`config.mk`:
```
export PLATFORM = sky130hd
export DESIGN_NAME = calendar_date_add_days_top
export DESIGN_NICKNAME = d
export VERILOG_FILES = /design/src/hdl/cda_pkg.sv /design/src/hdl/cda_ctrl.sv /design/src/hdl/cda_dp.sv /design/src/hdl/calendar_date_add_days_top.sv
export SDC_FILE = /design/constraint.sdc
export NUM_CORES = 1
export LEC_CHECK = 0
export ABC_AREA = 1
export ABC_CLOCK_PERIOD_IN_PS = 10660
export BUFFER_PORTS_ARGS = -buffer_cell sky130_fd_sc_hd__buf_4
export CAP_MARGIN = 20
export CORE_MARGIN = 10
export CORE_UTILIZATION = 63
export DETAILED_ROUTE_END_ITERATION = 6
export GPL_TIMING_DRIVEN = 1
export PLACE_DENSITY = 0.84
export SLEW_MARGIN = 0
export SYNTH_ARGS = -nofsm -noshare
export SYNTH_HDL_FRONTEND = slang
export SYNTH_SLANG_ARGS = --single-unit
```
`constraint.sdc`:
```
create_clock -name clk -period 10.66 [get_ports clk]
set_input_delay 0.533 -clock clk [delete_from_list [all_inputs] [get_ports clk]]
set_output_delay 0.533 -clock clk [all_outputs]
set_load 0.02 [all_outputs]
```
`src/hdl/cda_pkg.sv`:
```
// Package with the shared types, codes and month-length table for the date adder.
`timescale 1ns / 1ps

package cda_pkg;

	// Fields of one input item.
	typedef struct packed {
		logic [13:0]        start_year;
		logic [3:0]         start_month;
		logic [4:0]         start_day;
		logic signed [15:0] day_offset;
	} req_t;

	// Fields of one result item.
	typedef struct packed {
		logic [13:0] result_year;
		logic [3:0]  result_month;
		logic [4:0]  result_day;
		logic [1:0]  status;
	} res_t;

	// Status codes of a result.
	localparam logic [1:0] STAT_OK       = 2'd0;
	localparam logic [1:0] STAT_BAD_DATE = 2'd1;
	localparam logic [1:0] STAT_RANGE    = 2'd2;

	// Calendar limits.
	localparam logic [13:0] YEAR_MIN  = 14'd1;
	localparam logic [13:0] YEAR_MAX  = 14'd9999;
	localparam logic [3:0]  MONTH_JAN = 4'd1;
	localparam logic [3:0]  MONTH_DEC = 4'd12;

	// Reciprocal of 100 scaled by 2**19, exact for years below 16384.
	localparam logic [12:0] RECIP_100   = 13'd5243;
	localparam int          RECIP_SHIFT = 19;

	// Controller states.
	typedef enum logic [2:0] {
		ST_IDLE,
		ST_LEAP0,
		ST_CHECK,
		ST_STEP,
		ST_LEAP,
		ST_FINISH
	} state_t;

	// Commands from the controller to the datapath.
	typedef struct packed {
		logic       load;
		logic       leap_upd;
		logic       step;
		logic       finish;
		logic [1:0] status;
	} cmd_t;

	// Status from the datapath to the controller.
	typedef struct packed {
		logic valid;
		logic fits;
		logic oob;
		logic year_chg;
	} stat_t;

	// Length of a month; zero for a month code that means nothing.
	function automatic logic [4:0] month_len(input logic [3:0] m, input logic leap);
		logic [4:0] len;
		case (m) inside
			4'd1, 4'd3, 4'd5, 4'd7, 4'd8, 4'd10, 4'd12: len = 5'd31;
			4'd4, 4'd6, 4'd9, 4'd11:                    len = 5'd30;
			4'd2:                                       len = leap ? 5'd29 : 5'd28;
			default:                                    len = 5'd0;
		endcase
		return len;
	endfunction

endpackage

```
`src/hdl/cda_ctrl.sv`:
```
// Controller state machine that sequences the month walk of the date adder.
`timescale 1ns / 1ps

module cda_ctrl import cda_pkg::*; (
	input  logic  clk,
	input  logic  arst_n,
	input  logic  start,
	input  stat_t stat,
	output cmd_t  cmd,
	output logic  busy
);

	state_t state_q;
	state_t state_nx;

	// State register.
	always_ff @(posedge clk or negedge arst_n) begin
		if (!arst_n) begin
			state_q <= ST_IDLE;
		end else begin
			state_q <= state_nx;
		end
	end

	// Next state.
	always_comb begin
		state_nx = state_q;
		case (state_q)
			ST_IDLE: begin
				if (start) state_nx = ST_LEAP0;
			end
			ST_LEAP0: state_nx = ST_CHECK;
			ST_CHECK: begin
				state_nx = stat.valid ? ST_STEP : ST_IDLE;
			end
			ST_STEP: begin
				if (stat.fits) begin
					state_nx = ST_FINISH;
				end else if (stat.oob) begin
					state_nx = ST_IDLE;
				end else if (stat.year_chg) begin
					state_nx = ST_LEAP;
				end
			end
			ST_LEAP:   state_nx = ST_STEP;
			ST_FINISH: state_nx = ST_IDLE;
			default:   state_nx = ST_IDLE;
		endcase
	end

	// Commands to the datapath.
	always_comb begin
		cmd = '0;
		cmd.status = STAT_OK;
		case (state_q)
			ST_IDLE:  cmd.load = start;
			ST_LEAP0: cmd.leap_upd = 1'b1;
			ST_CHECK: begin
				if (!stat.valid) begin
					cmd.finish = 1'b1;
					cmd.status = STAT_BAD_DATE;
				end
			end
			ST_STEP: begin
				if (!stat.fits && stat.oob) begin
					cmd.finish = 1'b1;
					cmd.status = STAT_RANGE;
				end else begin
					cmd.step = 1'b1;
				end
			end
			ST_LEAP:   cmd.leap_upd = 1'b1;
			ST_FINISH: cmd.finish = 1'b1;
			default:   cmd = '0;
		endcase
	end

	assign busy = (state_q != ST_IDLE);

endmodule

```
`src/hdl/cda_dp.sv`:
```
// Datapath of the date adder: date registers, leap-year unit, month step and result register.
`timescale 1ns / 1ps

module cda_dp import cda_pkg::*; (
	input  logic  clk,
	input  logic  arst_n,
	input  req_t  req,
	input  cmd_t  cmd,
	output stat_t stat,
	output logic  done,
	output res_t  res
);

	logic [13:0] year_q;
	logic [3:0]  month_q;
	logic [4:0]  day_q;
	logic [15:0] rem_q;
	logic        back_q;
	logic        leap_q;
	logic [13:0] sy_q;
	logic [3:0]  sm_q;
	logic [4:0]  sd_q;
	res_t        res_q;
	logic        done_q;

	logic [26:0] prod;
	logic [7:0]  cent;
	logic [14:0] cent_x100;
	logic [14:0] r100;
	logic        leap_nx;
	logic [4:0]  mlen;
	logic [4:0]  room;
	logic [4:0]  prev_len;
	logic        fwd_fits;
	logic        bwd_fits;
	logic        at_first;
	logic        at_last;

	// Leap test of the current year: y/100 by reciprocal, then the 4/100/400 rules.
	assign prod      = year_q * RECIP_100;
	assign cent      = prod[RECIP_SHIFT +: 8];
	assign cent_x100 = {7'd0, cent} * 15'd100;
	assign r100      = {1'b0, year_q} - cent_x100;
	assign leap_nx   = (year_q[1:0] == 2'b00) && ((r100 != 15'd0) || (cent[1:0] == 2'b00));

	// Month lengths and the distance to the end of the month.
	assign mlen     = month_len(month_q, leap_q);
	assign prev_len = month_len(month_q - 4'd1, leap_q);
	assign room     = mlen - day_q;
	assign fwd_fits = (rem_q <= {11'd0, room});
	assign bwd_fits = (rem_q < {11'd0, day_q});
	assign at_first = (year_q == YEAR_MIN) && (month_q == MONTH_JAN);
	assign at_last  = (year_q == YEAR_MAX) && (month_q == MONTH_DEC);

	// Status for the controller.
	always_comb begin
		stat.valid = (year_q >= YEAR_MIN) && (year_q <= YEAR_MAX) &&
			(month_q >= MONTH_JAN) && (month_q <= MONTH_DEC) &&
			(day_q != 5'd0) && (day_q <= mlen);
		stat.fits     = back_q ? bwd_fits : fwd_fits;
		stat.oob      = back_q ? at_first : at_last;
		stat.year_chg = back_q ? (month_q == MONTH_JAN) : (month_q == MONTH_DEC);
	end

	// Working date registers and leap flag: load an item, then walk a month per step.
	always_ff @(posedge clk) begin
		if (cmd.load) begin
			year_q  <= req.start_year;
			month_q <= req.start_month;
			day_q   <= req.start_day;
			sy_q    <= req.start_year;
			sm_q    <= req.start_month;
			sd_q    <= req.start_day;
			back_q  <= req.day_offset[15];
			rem_q   <= req.day_offset[15] ? (~req.day_offset + 16'sd1) : req.day_offset;
		end else if (cmd.step) begin
			if (stat.fits) begin
				day_q <= back_q ? (day_q - rem_q[4:0]) : (day_q + rem_q[4:0]);
				rem_q <= 16'd0;
			end else if (!back_q) begin
				rem_q <= rem_q - {11'd0, room} - 16'd1;
				day_q <= 5'd1;
				if (month_q == MONTH_DEC) begin
					month_q <= MONTH_JAN;
					year_q  <= year_q + 14'd1;
				end else begin
					month_q <= month_q + 4'd1;
				end
			end else begin
				rem_q <= rem_q - {11'd0, day_q};
				if (month_q == MONTH_JAN) begin
					month_q <= MONTH_DEC;
					year_q  <= year_q - 14'd1;
					day_q   <= 5'd31;
				end else begin
					month_q <= month_q - 4'd1;
					day_q   <= prev_len;
				end
			end
		end
		if (cmd.leap_upd) begin
			leap_q <= leap_nx;
		end
	end

	// Result register: the walked date when ok, the start date otherwise.
	always_ff @(posedge clk) begin
		if (cmd.finish) begin
			res_q.status <= cmd.status;
			if (cmd.status == STAT_OK) begin
				res_q.result_year  <= year_q;
				res_q.result_month <= month_q;
				res_q.result_day   <= day_q;
			end else begin
				res_q.result_year  <= sy_q;
				res_q.result_month <= sm_q;
				res_q.result_day   <= sd_q;
			end
		end
	end

	// Result strobe.
	always_ff @(posedge clk or negedge arst_n) begin
		if (!arst_n) begin
			done_q <= 1'b0;
		end else begin
			done_q <= cmd.finish;
		end
	end

	assign done = done_q;
	assign res  = res_q;

endmodule

```
`src/hdl/calendar_date_add_days_top.sv`:
```
// Top level of the Gregorian date adder: controller, datapath and checks.
//
//   Channel   Ports              Handshake
//   -------   ----------------   ----------------------------------------
//   input     start, busy, req   item taken at an edge with start && !busy
//   result    done, res          res is valid for the one cycle done is high
//
// The time an item takes grows with the number of month ends and year ends crossed;
// the month-step loop sets it. A bad start date ends at the date check, with no walk.
// The result is registered: done rises in the cycle after the finish command, and
// busy falls in that same cycle. Reset is asynchronous and returns the controller
// to idle; the receiver cannot stall.
`timescale 1ns / 1ps

module calendar_date_add_days_top import cda_pkg::*; (
	input  logic clk,
	input  logic arst_n,
	input  logic start,
	output logic busy,
	input  req_t req,
	output logic done,
	output res_t res
);

	cmd_t  cmd;
	stat_t stat;

	// Controller.
	cda_ctrl u_ctrl (
		.clk    (clk),
		.arst_n (arst_n),
		.start  (start),
		.stat   (stat),
		.cmd    (cmd),
		.busy   (busy)
	);

	// Datapath.
	cda_dp u_dp (
		.clk    (clk),
		.arst_n (arst_n),
		.req    (req),
		.cmd    (cmd),
		.stat   (stat),
		.done   (done),
		.res    (res)
	);

	// A result strobe is never held: each item passes the idle, first leap and check states before any finish.
	a_done_single: assert property (@(posedge clk) disable iff (!arst_n)
		done |=> !done)
		else $error("result strobe held for two cycles");

	// The block only turns busy after an item was offered.
	a_busy_start: assert property (@(posedge clk) disable iff (!arst_n)
		$rose(busy) |-> $past(start))
		else $error("busy rose without a start");

	// A good result carries an in-range year and month and a nonzero day.
	a_ok_date: assert property (@(posedge clk) disable iff (!arst_n)
		(done && (res.status == STAT_OK)) |->
			((res.result_month >= MONTH_JAN) && (res.result_month <= MONTH_DEC) &&
			(res.result_day != 5'd0) && (res.result_year >= YEAR_MIN) &&
			(res.result_year <= YEAR_MAX)))
		else $error("ok result with an impossible date");

	// A result is never given while idle with no finish pending.
	a_done_after_busy: assert property (@(posedge clk) disable iff (!arst_n)
		done |-> $past(busy))
		else $error("result without an item in work");

endmodule

```
# Word-level counts from Yosys, hierarchy flattened

Index checks and enable logic that the tools add are counted.

$lt $le $gt $ge: 7
Shifts and indexed selects: 0
Muxes and demuxes: 48
Multipliers: 2
Reduce and logical (&&, ||, !) cells: 28
$add $sub $neg: 12
Div/mod/pow operators: 0
Eq/ne operators: 35
Bitwise gates (word level): 1

Operator list:

| cell                                                                | count |
|---|---|
| two-way mux 14 bit                                                  | 6 |
| two-way mux 16 bit                                                  | 5 |
| two-way mux 5 bit                                                   | 12 |
| == test 4 bit (second input constant)                               | 10 |
| == test 4 x 3 -> 1 bit (second input constant)                      | 8 |
| subtractor 16 x 5 -> 16 bit                                         | 2 |
| multiplier 14 x 13 -> 27 bit (second input constant)                | 1 |
| two-way mux 4 bit                                                   | 6 |
| two-way mux 23 bit                                                  | 1 |
| two-way mux 3 bit                                                   | 6 |
| adder 16 x 2 -> 16 bit (second input constant)                      | 1 |
| == test 4 x 2 -> 1 bit (second input constant)                      | 4 |
| <= comparator 16 x 5 -> 1 bit                                       | 1 |
| less-than comparator 16 x 5 -> 1 bit                                | 1 |
| NOT 16 bit                                                          | 1 |
| subtractor 16 x 1 -> 16 bit (second input constant)                 | 1 |
| case mux 3 bit (5 select lines)                                     | 1 |
| nonzero test 15 bit                                                 | 1 |
| subtractor 14 x 15 -> 15 bit                                        | 1 |
| adder 14 x 1 -> 14 bit (second input constant)                      | 1 |
| == test 14 x 1 -> 1 bit (second input constant)                     | 1 |
| == test 14 bit (second input constant)                              | 1 |
| greater-or-equal comparator 14 x 1 -> 1 bit (second input constant) | 1 |
| <= comparator 14 bit (second input constant)                        | 1 |
| 33 further kinds                                                    | 59 |

ROM bits: 0
Memory bits (writable): 0
Latch bits: 0
Memories: 0
Flip-flop bits (word level): 93
Output and inout bits: 27

# Longest topological paths before layout

Word-level depth: 13
Depth in mapped cells: 47

# By module

A second synthesis with hierarchy kept.

Cell total of the unflattened synthesis: 1271
Area, all modules: 10931.7 um^2

By module, submodules not included:

| module   | area each (um^2) | sequential area each (um^2) | times used | cells an instance |
|---|---|---|---|---|
| cda_dp   | 10687.8          | 2697.6                      | 1          | 1233 |
| cda_ctrl | 244.0            | 75.1                        | 1          | 38 |

# Least setup slack after synthesis

No wires, ideal clock.

Path type: flip-flop to flip-flop
Start point: register u_dp.year_q[11]
End point: register u_dp.leap_q (data pin)
Data arrival time: 7892 ps
Setup time: 252 ps
Stages on the path, launching flop included: 42
Setup slack: 2516 ps
Data required time: 10408 ps
Buffers on the path: 0
Cell sequence: edfxtp_1 -> fa_1 -> ha_1 -> inv_1 -> fa_1 -> inv_1 -> fa_1 -> inv_1 -> fa_1 -> inv_1 -> ha_1 -> a21oi_1 -> o21ai_0 -> a21oi_2 -> nand2_2 -> a31oi_1 -> xnor2_1 -> ha_1 -> [... 6 more ...] -> nand2_1 -> a21oi_1 -> o21bai_1 -> nand2_1 -> nand2_1 -> a21oi_1 -> xor2_1 -> ha_1 -> inv_1 -> nor3_1 -> a2111oi_0 -> nand2_1 -> nand2_1 -> nand2_1 -> inv_1 -> nand4_1 -> nor2_1 -> nor2_1

Word-level cells in the longest chain between the ends: 6
Elaborated cells on any way between the ends: 7

Ends and longest elaborated chain:

| item                         | line          | text |
|---|---|---|
| start, declared              | cda_dp.sv:14  | `logic [13:0] year_q;` |
| start signal, assigned       | cda_dp.sv:68  | `year_q <= req.start_year;` |
| start signal, assigned       | cda_dp.sv:85  | `year_q <= year_q + 14'd1;` |
| start signal, assigned       | cda_dp.sv:93  | `year_q <= year_q - 14'd1;` |
| multiplier 14 x 13 -> 27 bit | cda_dp.sv:40  | `assign prod = year_q * RECIP_100;` |
| multiplier 8 x 5 -> 13 bit   | cda_dp.sv:42  | `assign cent_x100 = {7'd0, cent} * 15'd100;` |
| subtractor 14 x 15 -> 15 bit | cda_dp.sv:43  | `assign r100 = {1'b0, year_q} - cent_x100;` |
| nonzero test 15 bit          | cda_dp.sv:44  | `assign leap_nx = (year_q[1:0] == 2'b00) && ((r100 != 15'd0) \|\| (cent[1:0] == 2'b00));` |
| logical OR 1 bit *           | cda_dp.sv:44  |  |
| logical AND 1 bit *          | cda_dp.sv:44  |  |
| net u_dp.leap_nx             | cda_dp.sv:30  | `logic leap_nx;` |
| end signal, assigned         | cda_dp.sv:102 | `leap_q <= leap_nx;` |
| end, declared                | cda_dp.sv:19  | `logic leap_q;` |

The timed path passes the listed nets; every way through them passes the cells marked *.
A chain may end at the register's enable or synchronous reset.

# Final worst setup path

Start point: register u_dp.year_q[4]
End point: register u_dp.leap_q (data pin)

Same word-level chain as after synthesis.

==> summary.md <==
| Metric | Value |
|---|---|
| Outcome | `finished, final reports clean` |
| Hold Crit Start | `req[18]` |
| Wire per inst | `16.8 µm` |
| Final Non-Filler Cells | `1591` |
| Seq/Total Area, Yosys | `24.7%` |
| Largest net degree at the start of global routing | `73` |
| Mean Syn Cell Area | `8.68 µm²` |
| Post-synth top area cell | `edfxtp_1` |
| Die Y | `154 µm` |
| PostCTS Resize Cnt | `0` |
| Worst-skew pair later-pin latency | `0.35 ns` |
| Synthesized area | `11200 µm²` |
| Layout area overhead | `9.11%` |
| RSZ-0062 raised after global routing | `false` |
| Warnings, synthesis | `0` |
| Fin crit period | `9.29 ns` |
| Vias per inst | `5.68` |
| Critical Path Source | `u_dp.year_q[4]$_DFFE_PP_` |
| Initial Util | `64.5%` |
| CP arrival | `9.40 ns` |
| Final Skew | `0.00842 ns` |
| Core area | `17400 µm²` |
| Via count | `9043` |
| Die area | `23600 µm²` |
| Most common library cell in the layout ignoring fill and taps | `inv_1` |
| CP dominant cell by count | `inv_1` |
| Residual DRC | `0` |
| Commonest cells after routing, fill and taps aside | `inv_1 (244), nand2_1 (194), ha_1 (193), edfxtp_1 (89), nor2_1 (76)` |
| Final hold vios | `0` |
| CP required | `10.77 ns` |
| EDFF count, synth | `89` |
| Final HPWL DP | `21.7 mm` |
| Die X | `154 µm` |
| DP Cell Count | `1574` |
| Synth cell types | `56` |
| Final setup violation count | `0` |
| I/O Buffers | `68` |
| Overflow after GRT | `0` |
| Initial antenna violation count | `0` |
| Initial DRC count | `794` |
| Fraction of registers with async set/reset | `4.30%` |
| Root Buffer | `clkbuf_16` |
| CTS tree | `done` |
| Reg2reg start | `u_dp.year_q[4]$_DFFE_PP_` |
| Syn_nets | `1600` |
| Worst setup SP type | `register` |
| Number of global-route vias before repair | `8908` |
| Synth Flop Type | `edfxtp_1` |
| Worst Hold Class | `input pin to register` |
| Fmax | `108 MHz` |
| CTS Buf Count | `9` |
| H-tree Lvls | `3` |
| Fraction of layout cells with a size suffix above 1 | `11.9%` |
| IO Pins | `69` |
| Worst r2r dst | `u_dp.leap_q$_DFFE_PP_` |
| CTS max path bufs | `2` |
| Worst reg-to-reg setup slack | `1.37 ns` |
| Slew Limit Headroom | `34.2%` |
| CTS Sinks | `93` |
| Placed cell areas | `12000 µm²` |
| Final weighted congestion in routability-driven placement | `0.955` |
| Post-route design area | `12300 µm²` |
| #FFs+latches synth | `93` |
| Worst slew pin tran | `0.985 ns` |
| First-pass GRT wire length | `44.3 mm` |
| GR Util All Layers | `22.6%` |
| Pre-antenna DRT Iters | `5` |
| Post-CTS Hold Buffers | `1` |
| NumNets Final | `1666` |
| Synth top area share | `23.8%` |
| Worst R2R Path Depth | `42` |
| CP max FO | `9` |
| Slew Viols, Final | `0` |
| Critical-path top delay cell | `edfxtp_1` |
| Crit path to | `u_dp.leap_q$_DFFE_PP_` |
| Max-Cap Viols | `0` |
| Syn Inst Count | `1295` |
| Final Routed Wirelength | `26.8 mm` |
| Rows | `48` |
| Number of post-CTS setup repair buffers | `0` |
| Max incr delay on CP | `0.69 ns` |
| Period utilization | `87.1%` |
| ANT nets after route | `0` |
| Clock Pin Slew Worst Setup and Hold Paths | `0.07 ns` |
| Final setup TNS | `0 ns` |
| Critical path type | `register to register` |
| # diodes | `0` |
| Area contributors post-synth | `edfxtp_1 (24%), ha_1 (21%), fa_1 (12%)` |
| Crit. End Element | `register` |
how the worst min path moves through the flow:
stage,cells past startpoint,end
2_1_floorplan,0,u_ctrl.state_q[0]$_DFFE_PN0P_
3_3_place_gp,1,u_dp.done$_DFF_PN0_
3_5_place_dp,1,u_dp.done$_DFF_PN0_
4_1_cts,1,u_dp.sd_q[2]$_DFFE_PP_
5_1_grt,1,u_dp.sd_q[1]$_DFFE_PP_
6_report,1,u_dp.sd_q[2]$_DFFE_PP_
flip-flops by register name (all words and copies together), names as in the netlist:
signal	count
u_ctrl.state_q	3
u_dp.back_q	1
u_dp.day_q	5
u_dp.done	1
u_dp.leap_q	1
u_dp.month_q	4
u_dp.rem_q	16
u_dp.res	25
u_dp.sd_q	5
u_dp.sm_q	4
u_dp.sy_q	14
u_dp.year_q	14
final cells by class:
type | instances | area (µm²)
Multi-Input combinational cell | 926 | 7380
Clock buffer | 9 | 225
Tap cell | 225 | 282
Fill cell | 1310 | 5160
Inverter | 255 | 958
Timing Repair Buffer | 76 | 573
Clock inverter | 7 | 73.8
Sequential cell | 93 | 2770
metrics by stage:
step	util [%]	setup WS (ns)	hold WS [ns]
floorplan	-	2.52	0.237
global placement	68.6	1.85	0.333
detailed placement	68.6	1.48	0.340
CTS	70.4	1.47	0.353
global route	70.4	0.762	0.355
finish	70.4	1.37	0.360
cell usage after synthesis (5+ instances only):
master    count
clkbuf_1     12
o21ai_0      59
a21oi_1      61
xnor2_1      11
a31oi_1       8
inv_1       245
fa_1         70
xor2_1       39
nor3_1       23
inv_2         9
o21ai_2      17
ha_1        193
nand3_1      52
o22ai_1      13
nor3_2        5
o21bai_1      5
nand4_1       8
nor2_1       76
o21ai_1      14
o211ai_1      6
nand2_2      23
edfxtp_1     89
nand2_1     194
critical path: cells and delay by family (launching register included):
family / cells / cell delay (ns)
adder cells (fa/ha/maj): 11 / 4.47
flip-flops: 1 / 0.69
AND/OR/NAND/NOR: 13 / 1.02
buffers and inverters: 8 / 0.69
AO/OA/AOI/OAI: 8 / 1.73
XOR/XNOR: 2 / 0.43
kinds of logic (layout without fill, tap and decap cells):
kind of cell	count (synthesis)	after routing	synth area share [%]
AOI/OAI and AO/OA	213	213	11.5
xor gates and xnor gates	50	50	3.90
adders and majority gates	263	263	34.0
buffers and inverters	276	347	9.75
DFF	93	93	24.7
muxes	1	1	0.0891
and+or+nand+nor	399	399	16.1
layer usage:
metal	part of all wire, %	track usage, %	up-vias
li1	-	-	4414
met1	45	31.7	4233
met2	45	35.4	370
met3	9.2	4.69	26
met4	1.3	4.81	0
met5	0	0	-
Power is left out: the tool's default activity adds up to more than one toggle a clock period on the data nets, which glitch-free logic cannot reach.
